[src/sv/gpc_pkg.sv]
// Shared types, register offsets and constants of the GPIO register block.
// No dependencies; imported by every module of the block.
`default_nettype none

package gpc_pkg;

  localparam int NUM_PINS_DEF  = 54;
  localparam int WORD_W        = 32;
  localparam int OFF_W         = 6;
  localparam int PAD_LO_W      = 32;
  localparam int PAD_HI_W      = 22;
  localparam int HI_BASE       = 32;
  localparam int PIN_VEC_W     = 64;
  localparam int FSEL_WORDS    = 6;
  localparam int FSEL_IDX_W    = 3;
  localparam int FSEL_PER_WORD = 10;
  localparam int FUNC_W        = 3;
  localparam int FSEL_W        = FSEL_PER_WORD * FUNC_W;
  localparam int PULL_W        = 2;
  localparam int PULL_LO_W     = 64;
  localparam int PULL_HI_W     = 44;
  localparam int PULL_VEC_W    = PIN_VEC_W * PULL_W;

  localparam logic [FUNC_W-1:0] FUNC_OUTPUT = 3'd1;
  localparam logic              CMD_WRITE   = 1'b1;

  // Word offsets (byte offset / 4)
  localparam logic [OFF_W-1:0] OFF_FSEL0   = 6'd0;
  localparam logic [OFF_W-1:0] OFF_FSEL5   = 6'd5;
  localparam logic [OFF_W-1:0] OFF_SET0    = 6'd7;
  localparam logic [OFF_W-1:0] OFF_SET1    = 6'd8;
  localparam logic [OFF_W-1:0] OFF_CLR0    = 6'd10;
  localparam logic [OFF_W-1:0] OFF_CLR1    = 6'd11;
  localparam logic [OFF_W-1:0] OFF_LEV0    = 6'd13;
  localparam logic [OFF_W-1:0] OFF_LEV1    = 6'd14;
  localparam logic [OFF_W-1:0] OFF_PUD     = 6'd37;
  localparam logic [OFF_W-1:0] OFF_PUDCLK0 = 6'd38;
  localparam logic [OFF_W-1:0] OFF_PUDCLK1 = 6'd39;

  typedef struct packed {
    logic                valid;
    logic                command;
    logic [OFF_W-1:0]    reg_offset;
    logic [WORD_W-1:0]   write_data;
    logic [PAD_HI_W-1:0] pad_high;
    logic [PAD_LO_W-1:0] pad_low;
  } gpc_req_t;

  // Writable bits of all function-select words, word w at bits w*FSEL_W
  function automatic logic [FSEL_WORDS*FSEL_W-1:0] fsel_masks(int num_pins);
    logic [FSEL_WORDS*FSEL_W-1:0] m;
    m = '0;
    for (int w = 0; w < FSEL_WORDS; w++) begin
      for (int k = 0; k < FSEL_PER_WORD; k++) begin
        if (w * FSEL_PER_WORD + k < num_pins) begin
          m[w*FSEL_W + k*FUNC_W +: FUNC_W] = '1;
        end
      end
    end
    return m;
  endfunction

endpackage

`default_nettype wire

[src/sv/gpio_pin_controller.sv]
// Channel   Ports                          Transfer
// input     start/busy, in_*               edge with start high and busy low
// result    out_valid, out_*               edge that ends the out_valid cycle
// Top level of the GPIO register block; depends on gpc_pkg, gpc_in_reg, gpc_regfile.
// One access per cycle while busy is low; out_valid is registered from the valid bit
// of the input register; the result transfers when the out_valid cycle ends.
// Latency is set by the input register and the result/state register stage.
// Reset clears function select, latch, pull code and pin pulls;
// busy is high for the first cycle after reset. The receiver cannot stall.
`default_nettype none

module gpio_pin_controller #(
  parameter int NUM_PINS = gpc_pkg::NUM_PINS_DEF
) (
  input  wire logic                          clk,
  input  wire logic                          rst_n,
  input  wire logic                          start,
  output logic                               busy,
  input  wire logic                          in_command,
  input  wire logic [gpc_pkg::OFF_W-1:0]     in_reg_offset,
  input  wire logic [gpc_pkg::WORD_W-1:0]    in_write_data,
  input  wire logic [gpc_pkg::PAD_LO_W-1:0]  in_pad_level_low,
  input  wire logic [gpc_pkg::PAD_HI_W-1:0]  in_pad_level_high,
  output logic                               out_valid,
  output logic [gpc_pkg::WORD_W-1:0]         out_read_data,
  output logic                               out_bad_offset,
  output logic [gpc_pkg::PAD_LO_W-1:0]       out_drive_low,
  output logic [gpc_pkg::PAD_HI_W-1:0]       out_drive_high,
  output logic [gpc_pkg::PAD_LO_W-1:0]       out_out_enable_low,
  output logic [gpc_pkg::PAD_HI_W-1:0]       out_out_enable_high,
  output logic [gpc_pkg::PULL_LO_W-1:0]      out_pull_low,
  output logic [gpc_pkg::PULL_HI_W-1:0]      out_pull_high
);
  import gpc_pkg::*;

  gpc_req_t req;

  gpc_in_reg u_in_reg (
    .clk               (clk),
    .rst_n             (rst_n),
    .start             (start),
    .busy              (busy),
    .in_command        (in_command),
    .in_reg_offset     (in_reg_offset),
    .in_write_data     (in_write_data),
    .in_pad_level_low  (in_pad_level_low),
    .in_pad_level_high (in_pad_level_high),
    .req               (req)
  );

  gpc_regfile #(
    .NUM_PINS (NUM_PINS)
  ) u_regfile (
    .clk                 (clk),
    .rst_n               (rst_n),
    .req                 (req),
    .out_valid           (out_valid),
    .out_read_data       (out_read_data),
    .out_bad_offset      (out_bad_offset),
    .out_drive_low       (out_drive_low),
    .out_drive_high      (out_drive_high),
    .out_out_enable_low  (out_out_enable_low),
    .out_out_enable_high (out_out_enable_high),
    .out_pull_low        (out_pull_low),
    .out_pull_high       (out_pull_high)
  );

endmodule

`default_nettype wire

[src/sv/gpc_in_reg.sv]
// Input register of the GPIO register block: captures one bus access per cycle
// while busy is low. Depends on gpc_pkg.
`default_nettype none

module gpc_in_reg (
  input  wire logic                          clk,
  input  wire logic                          rst_n,
  input  wire logic                          start,
  output logic                               busy,
  input  wire logic                          in_command,
  input  wire logic [gpc_pkg::OFF_W-1:0]     in_reg_offset,
  input  wire logic [gpc_pkg::WORD_W-1:0]    in_write_data,
  input  wire logic [gpc_pkg::PAD_LO_W-1:0]  in_pad_level_low,
  input  wire logic [gpc_pkg::PAD_HI_W-1:0]  in_pad_level_high,
  output gpc_pkg::gpc_req_t                  req
);
  import gpc_pkg::*;

  logic     busy_r;
  logic     valid_r;
  gpc_req_t req_r;

  // hold off transfers for the cycle right after reset
  always_ff @(posedge clk) begin
    if (!rst_n) begin
      busy_r  <= 1'b1;
      valid_r <= 1'b0;
    end else begin
      busy_r  <= 1'b0;
      valid_r <= start && !busy_r;
    end
  end

  always_ff @(posedge clk) begin
    req_r.valid      <= 1'b0;
    req_r.command    <= in_command;
    req_r.reg_offset <= in_reg_offset;
    req_r.write_data <= in_write_data;
    req_r.pad_high   <= in_pad_level_high;
    req_r.pad_low    <= in_pad_level_low;
  end

  always_comb begin
    req       = req_r;
    req.valid = valid_r;
  end

  assign busy = busy_r;

endmodule

`default_nettype wire

[src/sv/gpc_regfile.sv]
// Register file of the GPIO register block: decode, state update, result register.
// Depends on gpc_pkg; fed by gpc_in_reg.
`default_nettype none

module gpc_regfile #(
  parameter int NUM_PINS = gpc_pkg::NUM_PINS_DEF
) (
  input  wire logic                          clk,
  input  wire logic                          rst_n,
  input  wire gpc_pkg::gpc_req_t             req,
  output logic                               out_valid,
  output logic [gpc_pkg::WORD_W-1:0]         out_read_data,
  output logic                               out_bad_offset,
  output logic [gpc_pkg::PAD_LO_W-1:0]       out_drive_low,
  output logic [gpc_pkg::PAD_HI_W-1:0]       out_drive_high,
  output logic [gpc_pkg::PAD_LO_W-1:0]       out_out_enable_low,
  output logic [gpc_pkg::PAD_HI_W-1:0]       out_out_enable_high,
  output logic [gpc_pkg::PULL_LO_W-1:0]      out_pull_low,
  output logic [gpc_pkg::PULL_HI_W-1:0]      out_pull_high
);
  import gpc_pkg::*;

  localparam logic [FSEL_WORDS*FSEL_W-1:0] FSEL_MASKS = fsel_masks(NUM_PINS);

  logic [FSEL_W-1:0]    fsel_r   [FSEL_WORDS];
  logic [FSEL_W-1:0]    fsel_nxt [FSEL_WORDS];
  logic [NUM_PINS-1:0]  latch_r, latch_nxt;
  logic [PULL_W-1:0]    pud_r, pud_nxt;
  logic [PULL_W-1:0]    pin_pull_r [NUM_PINS];
  logic [NUM_PINS-1:0]  pull_hit;
  logic [NUM_PINS-1:0]  oe, wbits, pads, lev;
  logic [PIN_VEC_W-1:0] wdata_sh, pads_ext, latch_ext, oe_ext, lev_ext;
  logic [PULL_VEC_W-1:0] pull_vec;
  logic [FSEL_IDX_W-1:0] fsel_idx;
  logic                  upper_word, wr;
  logic [WORD_W-1:0]     rd, read_data_r, read_data_nxt;
  logic                  bad, bad_offset_r, out_valid_r;

  assign wr         = (req.command == CMD_WRITE);
  assign fsel_idx   = req.reg_offset[FSEL_IDX_W-1:0];
  assign upper_word = (req.reg_offset == OFF_SET1) || (req.reg_offset == OFF_CLR1) ||
                      (req.reg_offset == OFF_PUDCLK1);

  assign wdata_sh = upper_word ? {req.write_data, {HI_BASE{1'b0}}}
                               : PIN_VEC_W'(req.write_data);
  assign wbits    = wdata_sh[NUM_PINS-1:0];
  assign pads_ext = PIN_VEC_W'({req.pad_high, req.pad_low});
  assign pads     = pads_ext[NUM_PINS-1:0];

  for (genvar n = 0; n < NUM_PINS; n++) begin : g_oe
    assign oe[n] = (fsel_r[n / FSEL_PER_WORD][FUNC_W*(n % FSEL_PER_WORD) +: FUNC_W]
                    == FUNC_OUTPUT);
  end

  assign lev     = (latch_r & oe) | (pads & ~oe);
  assign lev_ext = PIN_VEC_W'(lev);

  always_comb begin
    fsel_nxt  = fsel_r;
    latch_nxt = latch_r;
    pud_nxt   = pud_r;
    pull_hit  = '0;
    rd        = '0;
    bad       = 1'b0;
    if (req.valid) begin
      unique case (req.reg_offset) inside
        [OFF_FSEL0:OFF_FSEL5]: begin
          if (wr) begin
            fsel_nxt[fsel_idx] = req.write_data[FSEL_W-1:0] &
                                 FSEL_MASKS[fsel_idx*FSEL_W +: FSEL_W];
          end else begin
            rd = WORD_W'(fsel_r[fsel_idx]);
          end
        end
        OFF_SET0, OFF_SET1: begin
          if (wr) latch_nxt = latch_r | wbits;
        end
        OFF_CLR0, OFF_CLR1: begin
          if (wr) latch_nxt = latch_r & ~wbits;
        end
        OFF_LEV0, OFF_LEV1: begin
          if (!wr) begin
            rd = (req.reg_offset == OFF_LEV1) ? lev_ext[HI_BASE +: WORD_W]
                                              : lev_ext[WORD_W-1:0];
          end
        end
        OFF_PUD: begin
          if (wr) pud_nxt = req.write_data[PULL_W-1:0];
          else    rd      = WORD_W'(pud_r);
        end
        OFF_PUDCLK0, OFF_PUDCLK1: begin
          if (wr) pull_hit = wbits;
        end
        default: bad = 1'b1;
      endcase
    end
  end

  assign read_data_nxt = wr ? '0 : rd;

  always_ff @(posedge clk) begin
    if (!rst_n) begin
      for (int w = 0; w < FSEL_WORDS; w++) fsel_r[w] <= '0;
      for (int n = 0; n < NUM_PINS; n++) pin_pull_r[n] <= '0;
      latch_r     <= '0;
      pud_r       <= '0;
      out_valid_r <= 1'b0;
    end else begin
      fsel_r      <= fsel_nxt;
      latch_r     <= latch_nxt;
      pud_r       <= pud_nxt;
      out_valid_r <= req.valid;
      // pull clock copies the held code into each selected pin
      for (int n = 0; n < NUM_PINS; n++) begin
        if (pull_hit[n]) pin_pull_r[n] <= pud_r;
      end
    end
  end

  always_ff @(posedge clk) begin
    read_data_r  <= read_data_nxt;
    bad_offset_r <= bad;
  end

  for (genvar n = 0; n < PIN_VEC_W; n++) begin : g_pull
    if (n < NUM_PINS) begin : g_pin
      assign pull_vec[PULL_W*n +: PULL_W] = pin_pull_r[n];
    end else begin : g_none
      assign pull_vec[PULL_W*n +: PULL_W] = '0;
    end
  end

  assign latch_ext = PIN_VEC_W'(latch_r);
  assign oe_ext    = PIN_VEC_W'(oe);

  assign out_valid           = out_valid_r;
  assign out_read_data       = read_data_r;
  assign out_bad_offset      = bad_offset_r;
  assign out_drive_low       = latch_ext[PAD_LO_W-1:0];
  assign out_drive_high      = latch_ext[HI_BASE +: PAD_HI_W];
  assign out_out_enable_low  = oe_ext[PAD_LO_W-1:0];
  assign out_out_enable_high = oe_ext[HI_BASE +: PAD_HI_W];
  assign out_pull_low        = pull_vec[PULL_LO_W-1:0];
  assign out_pull_high       = pull_vec[PULL_LO_W +: PULL_HI_W];

endmodule

`default_nettype wire

[config.mk]
export PLATFORM = sky130hd
export DESIGN_NAME = gpio_pin_controller
export DESIGN_NICKNAME = d
export VERILOG_FILES = /design/src/sv/gpc_pkg.sv /design/src/sv/gpio_pin_controller.sv /design/src/sv/gpc_in_reg.sv /design/src/sv/gpc_regfile.sv
export SDC_FILE = /design/constraint.sdc
export NUM_CORES = 1
export LEC_CHECK = 0
export BUFFER_PORTS_ARGS = -buffer_cell sky130_fd_sc_hd__buf_2
export CAP_MARGIN = 40
export CORE_ASPECT_RATIO = 0.6
export CORE_UTILIZATION = 41
export CTS_CLUSTER_SIZE = 28
export DETAILED_ROUTE_END_ITERATION = 6
export GPL_TIMING_DRIVEN = 0
export PLACE_DENSITY = 0.66
export SYNTH_ARGS = -nofsm -noshare
export SYNTH_HDL_FRONTEND = slang
export SYNTH_SLANG_ARGS = --single-unit
[constraint.sdc]
create_clock -name clk -period 4.8 [get_ports clk]
set_input_delay 0.24 -clock clk [delete_from_list [all_inputs] [get_ports clk]]
set_output_delay 0.24 -clock clk [all_outputs]
set_load 0.01 [all_outputs]
---- After elaboration in Yosys (flattened, before gate mapping) ----
Memory sizes are Yosys's and may differ from the RTL's.
Cells that the tools add are included.
word-level totals
  bits in registers ....................... 365
  bits in latches ......................... 0
  memory bits (writable) .................. 108
  memory bits (read-only) ................. 0
  input bits .............................. 96
  output and inout bits ................... 251
  logic and storage cells ................. 403
  memories ................................ 1
cells by class
  add/sub/neg operators ................... 0
  multiply operators ...................... 1
  div/mod/pow operators ................... 0
  $lt $le $gt $ge ......................... 4
  eq/ne operators ......................... 65
  shift-type cells ........................ 1
  multiplexer cells ....................... 233
  bitwise logic cells ..................... 64
  reduce and logical (&&, ||, !) cells .... 16
memory list
  memory                depth  width  rd ports  clocked after Yosys merged registers in  wr ports  RTL line           RTL
  u_regfile.pin_pull_r  54     2      54        0                                        54        gpc_regfile.sv:29  logic [PULL_W-1:0] pin_pull_r [NUM_PINS];
operator list
  cell                                                                            number
  54-bit two-way mux                                                              6
  180-bit bitwise mux                                                             1
  180-bit by 9-bit variable part select with 30-bit output, first input constant  1
  1-bit two-way mux                                                               164
  54-bit bitwise AND                                                              3
  3-bit by 1-bit == test with 1-bit output, second input constant                 54
  2-bit two-way mux                                                               54
  54-bit NOT                                                                      2
  54-bit bitwise OR                                                               2
  54-bit case mux with 2 select lines                                             1
  32-bit case mux with 3 select lines                                             1
  30-bit binary-select mux with 3-bit select                                      1
  30-bit demux with 3-bit select                                                  1
  30-bit two-way mux                                                              3
  1-bit bitwise OR                                                                54
  32-bit two-way mux                                                              1
  30-bit bitwise AND                                                              1
  6-bit by 4-bit == test with 1-bit output, second input constant                 5
  6-bit == test, second input constant                                            3
  10-bit OR reduction                                                             1
  2-bit OR reduction                                                              5
  3-bit by 4-bit multiplier with 7-bit output, second input constant              1
  6-bit by 3-bit == test with 1-bit output, second input constant                 1
  6-bit by 1-bit >= comparator with 1-bit output, second input constant           1
  other kinds (12)                                                                17

---- Logic depth before layout (Yosys ltp) ----
  word-level depth ........................ 11
  depth in mapped cells ................... 8
  mapped depth without buffers ............ 4

---- By module ----
Synthesis repeated with hierarchy kept, for this count alone.
second synthesis, totals
  cells, all modules ...................... 1782
  area, all modules ....................... 18252.5 µm²
modules (own cells, without submodules)
  module       times used  cells each  area an instance (µm²)  sequential area each (µm²)
  gpc_regfile  1           1684        16330.7                 8648.3
  gpc_in_reg   1           98          1921.8                  1901.8

---- Least setup slack after synthesis ----
OpenSTA, ideal clock, no wires.
  kind .................................... register -> register
  start point ............................. reg u_in_reg.req_r, in the netlist u_in_reg.req[87]
  end point ............................... mem u_regfile.pin_pull_r[29][0], in the netlist u_regfile.pin_pull_r[0][58] (enable)
  setup time .............................. 0.327 ns
  arrival ................................. 1.628 ns
  data required time ...................... 4.473 ns
  setup slack ............................. 2.845 ns
  stages on the path, launching flop included .. 8
  buffers on the path ..................... 3
  period minus slack after synthesis ...... 1.955 ns
  cell sequence ........................... dfxtp_1 > buf_2 > and2_1 > buf_2 > a32oi_4 > o21ai_2 > clkbuf_1 > o21ai_0
RTL lines
  element      RTL line           RTL
  from (decl)  gpc_in_reg.sv:21   gpc_req_t req_r;
  to (decl)    gpc_regfile.sv:29

---- Worst setup path in the final report ----
  start point ............................. reg u_in_reg.req_r, in the netlist u_in_reg.req[90]
  end point ............................... reg u_regfile.read_data_r[12], in the netlist u_regfile.out_read_data[12]
on the way
  longest elaborated chain between the ends .. 3
  elaborated cells on any way between the ends .. 9
  classes of those cells .................. order compare: 2; eq/ne: 3; mux: 2; reduce/logical: 2
RTL lines
  element                                                                           RTL line            RTL
  6-bit by 1-bit >= comparator with 1-bit output (no line) (tied with other cells)  -
  1-bit logical AND (no line) (tied with other cells)                               -
  32-bit case mux with 3 select lines (*)                                           gpc_regfile.sv:66   unique case (req.reg_offset) inside
  to (signal assigned)                                                              gpc_regfile.sv:121  read_data_r <= read_data_nxt;
  to (decl)                                                                         gpc_regfile.sv:36   logic [WORD_W-1:0] rd, read_data_r, read_data_nxt;
Mark *: on every way between the ends. The rest lies on a longest branch, timed or not.
A chain may end at the register's enable or synchronous reset.

==> summary.md <==
| Metric | Value |
|---|---|
| Main flop type after synthesis | dfxtp_1 |
| Outcome | complete, but fails checks |
| GRT Overall Usage | 0.300 |
| Filler Cell Count | ~4000 |
| Max Freq | between 0.3 and 0.4 GHz |
| Fraction of registers with async set/reset | 0 |
| Pwr Density | 355 nW/um2 |
| Peak supply drop | 0.279 mV |
| Slew Viols, Final | 0 |
| Synth Warn # | 0 |
| Mean post-synth cell area | 10.5 um2 |
| RSZ-0062 raised after global routing | no |
| Vias in the first global route | 15800 |
| P&R area growth vs syn | 27.1% |
| Drt wl/cell | 24.8 um |
| Initial antenna violation count | 1 |
| Sink Count | 473 |
| Area of the mapped netlist | 18600 um2 |
| Met3 Usage GRT | 0.0779 |
| Synthesized flop and latch total | 473 |
| I/O Buffers | around 350 |
| Worst slew pin tran | around 0.92 ns |
| H-tree depth | 2 |
| TNS Setup | 0 ns |
| Max incr delay on CP | 0.78 ns |
| CP required | 5.27 ns |
| WL final | 71600 um |
| Area leader, netlist | dfxtp_1 |
| Startpoint types | flop |
| Maximum root-to-sink buffer count | 3 |
| CP top delay family | simple AND/OR/NAND/NOR gates |
| Crit path buf inv count | 2 |
| Final Net Count | 2360 |
| Drt initial violations | slightly below 2000 |
| Cells after Synth | 1764 |
| Distinct cells, synth | between 50 and 60 |
| Crit path capture type | flop |
| Crit path time final | approximately 2.7 ns |
| Max cap viols | 0 |
| Leak Pwr | 9.15 nW |
| RePlAce Congestion | 0.961 |
| Most frequent cell after synthesis | dfxtp_1 |
| Worst Hold Slack | 0.301 ns |
| Met1 layer usage reported by global route | 0.443 |
| Slew margin rel. | 0.387 |
| HPWL after DPL | 54500 um |
| Sequential fraction of the synthesis area | 0.568 |
| Die Footprint | 46200 um2 |
| Drt drc | 2 |
| Setup violators final | 0 |
| Routed Antenna Nets | 0 |
| Via Count | 16800 |
| CTS buffer count | 46 |
| Worst Skew | 0.0180 ns |
| Reg area | between 10000 and 15000 um2 |
| Crit-path slowest cell | nor3b_1 |
| Global-route wire length before repair | 103000 um |
| Die Span Y | 167 um |
| Share of cells above drive strength 1 | 0.252 |
| Die W | 277 um |
| Largest net degree at the start of global routing | 21 |
| Clock transition at path regs | 0.07 ns |
| Initial Util | 0.415 |
| Hold/Removal Path Class | in -> reg |
| Failing checks | design-rule violations |
| Critical path class | reg -> reg |
| Syn nets | between 1500 and 2000 |
| M2 GR Usage | 0.437 |
| CP cell instances | or2_0 -> clkbuf_1 -> or3_1 -> nor3b_1 -> buf_2 -> a32o_1 |
| CTS tree | yes |
| Fin crit share | 0.573 |
| Commonest cells in the synthesized netlist | 365 x dfxtp_1, 225 x nand2_1, 164 x o21ai_0 |
| Area contributors post-synth | dfxtp_1 39%, edfxtp_1 17%, mux2i_1 4.6% |
| Post-synth EDFFs | about 110 |
| CP Max Fanout | 10 |
| Fin. Hold Viols | 0 |
| WP data arrival | 3.22 ns |
| Io pins | 347 |
| DRT Pass-1 Iters | 7 |
| Worst skew pair latency | roughly 0.57 ns |
| # rows | 60 |
| Drt via density | 5.81 |
| Core area | 44700 um2 |
| Multi-input gate area | 7100 um2 |
| Clock Tree Root | clkbuf_16 |
| Grt ovf | 0 |
| Final core utilization | 0.528 |
| Gr busiest metal | met1 |
| Top cell type's share of synthesized area | 0.393 |
## worst paths after layout
kind,startpoint,end,cells past startpoint,slack [ns]
setup reg to reg,u_in_reg.req[90],u_regfile.out_read_data[12],6,2.05
setup / recovery,u_in_reg.req[90],u_regfile.out_read_data[12],6,2.05
hold reg to reg,u_in_reg.busy,u_in_reg.valid_r,1,0.41
hold / removal,in_pad_level_low[0],u_in_reg.req[0],2,0.30
## layer usage
metal,share of wire,vias to the layer above
met1,0.45,8424
met3,0.11,111
met2,0.42,915
li1,-,7360
met5,0,-
met4,0.023,0
## timing repair
action	in CTS	in global routing
endpoints found under the setup margin	0	0
gates resized for setup	0	0
hold buffers	94	0
endpoints found under the hold margin	94	0
setup buffers	0	0
## layout by cell type, fill, tap and decap left out, drive strengths merged, types with 2 or more instances in the layout
cell           n
a21oi         67
a221oi        33
a311oi         2
a32o          22
a41oi         22
and2           3
and3          25
buf          427
bufinv         5
clkbuf       142
clkinv        16
clkinvlp       4
dfxtp        365
dlygate4sd3   94
edfxtp       108
inv           68
mux2           2
mux2i         86
mux4          30
nand2        226
nand2b         3
nand3        121
nand3b         2
nand4          2
nor2           9
nor2b          6
nor3          71
nor3b         58
nor4           3
o2111ai        7
o21a          22
o21ai        227
o22ai          2
o2bb2ai        8
or3            3
## power breakdown
group          internal [mW]  switching (mW)
clock network           2.12            1.60
logic                  0.178           0.315
registers               4.14          0.0483
## logic make-up after synthesis
family                    Yosys count  synth area share
and+or+nand+nor                   535             0.151
AOI/OAI and AO/OA                 418             0.146
buffers and inverters             219            0.0507
xor gates and xnor gates            1          0.000471
muxes                             118            0.0839
DFF                               473             0.568
## final cells by class
type                       count  area share
clock buffer                  59      0.0530
timing repair buffer         452       0.118
inverter                      67      0.0106
multi-input combinational   1072       0.300
sequential                   473       0.447
buffer                       152      0.0292
tap                          589      0.0312
clock inverter                26      0.0112
antenna                        1    0.000106
## metrics by stage
step | cells | area [um2] | setup WS (ns) | total power, mW
2_1_floorplan | 1764 | 18600 | 2.84 | 4.48
3_3_place_gp | 2698 | 21100 | 1.96 | 4.68
3_5_place_dp | 2710 | 21200 | 1.84 | 4.69
4_1_cts | 2889 | 23600 | 2.20 | 8.40
5_1_grt | 2890 | 23600 | 2.04 | 8.62
6_report | 2891 | 23600 | 2.05 | 8.39
Power figures use the tool's default switching activity.
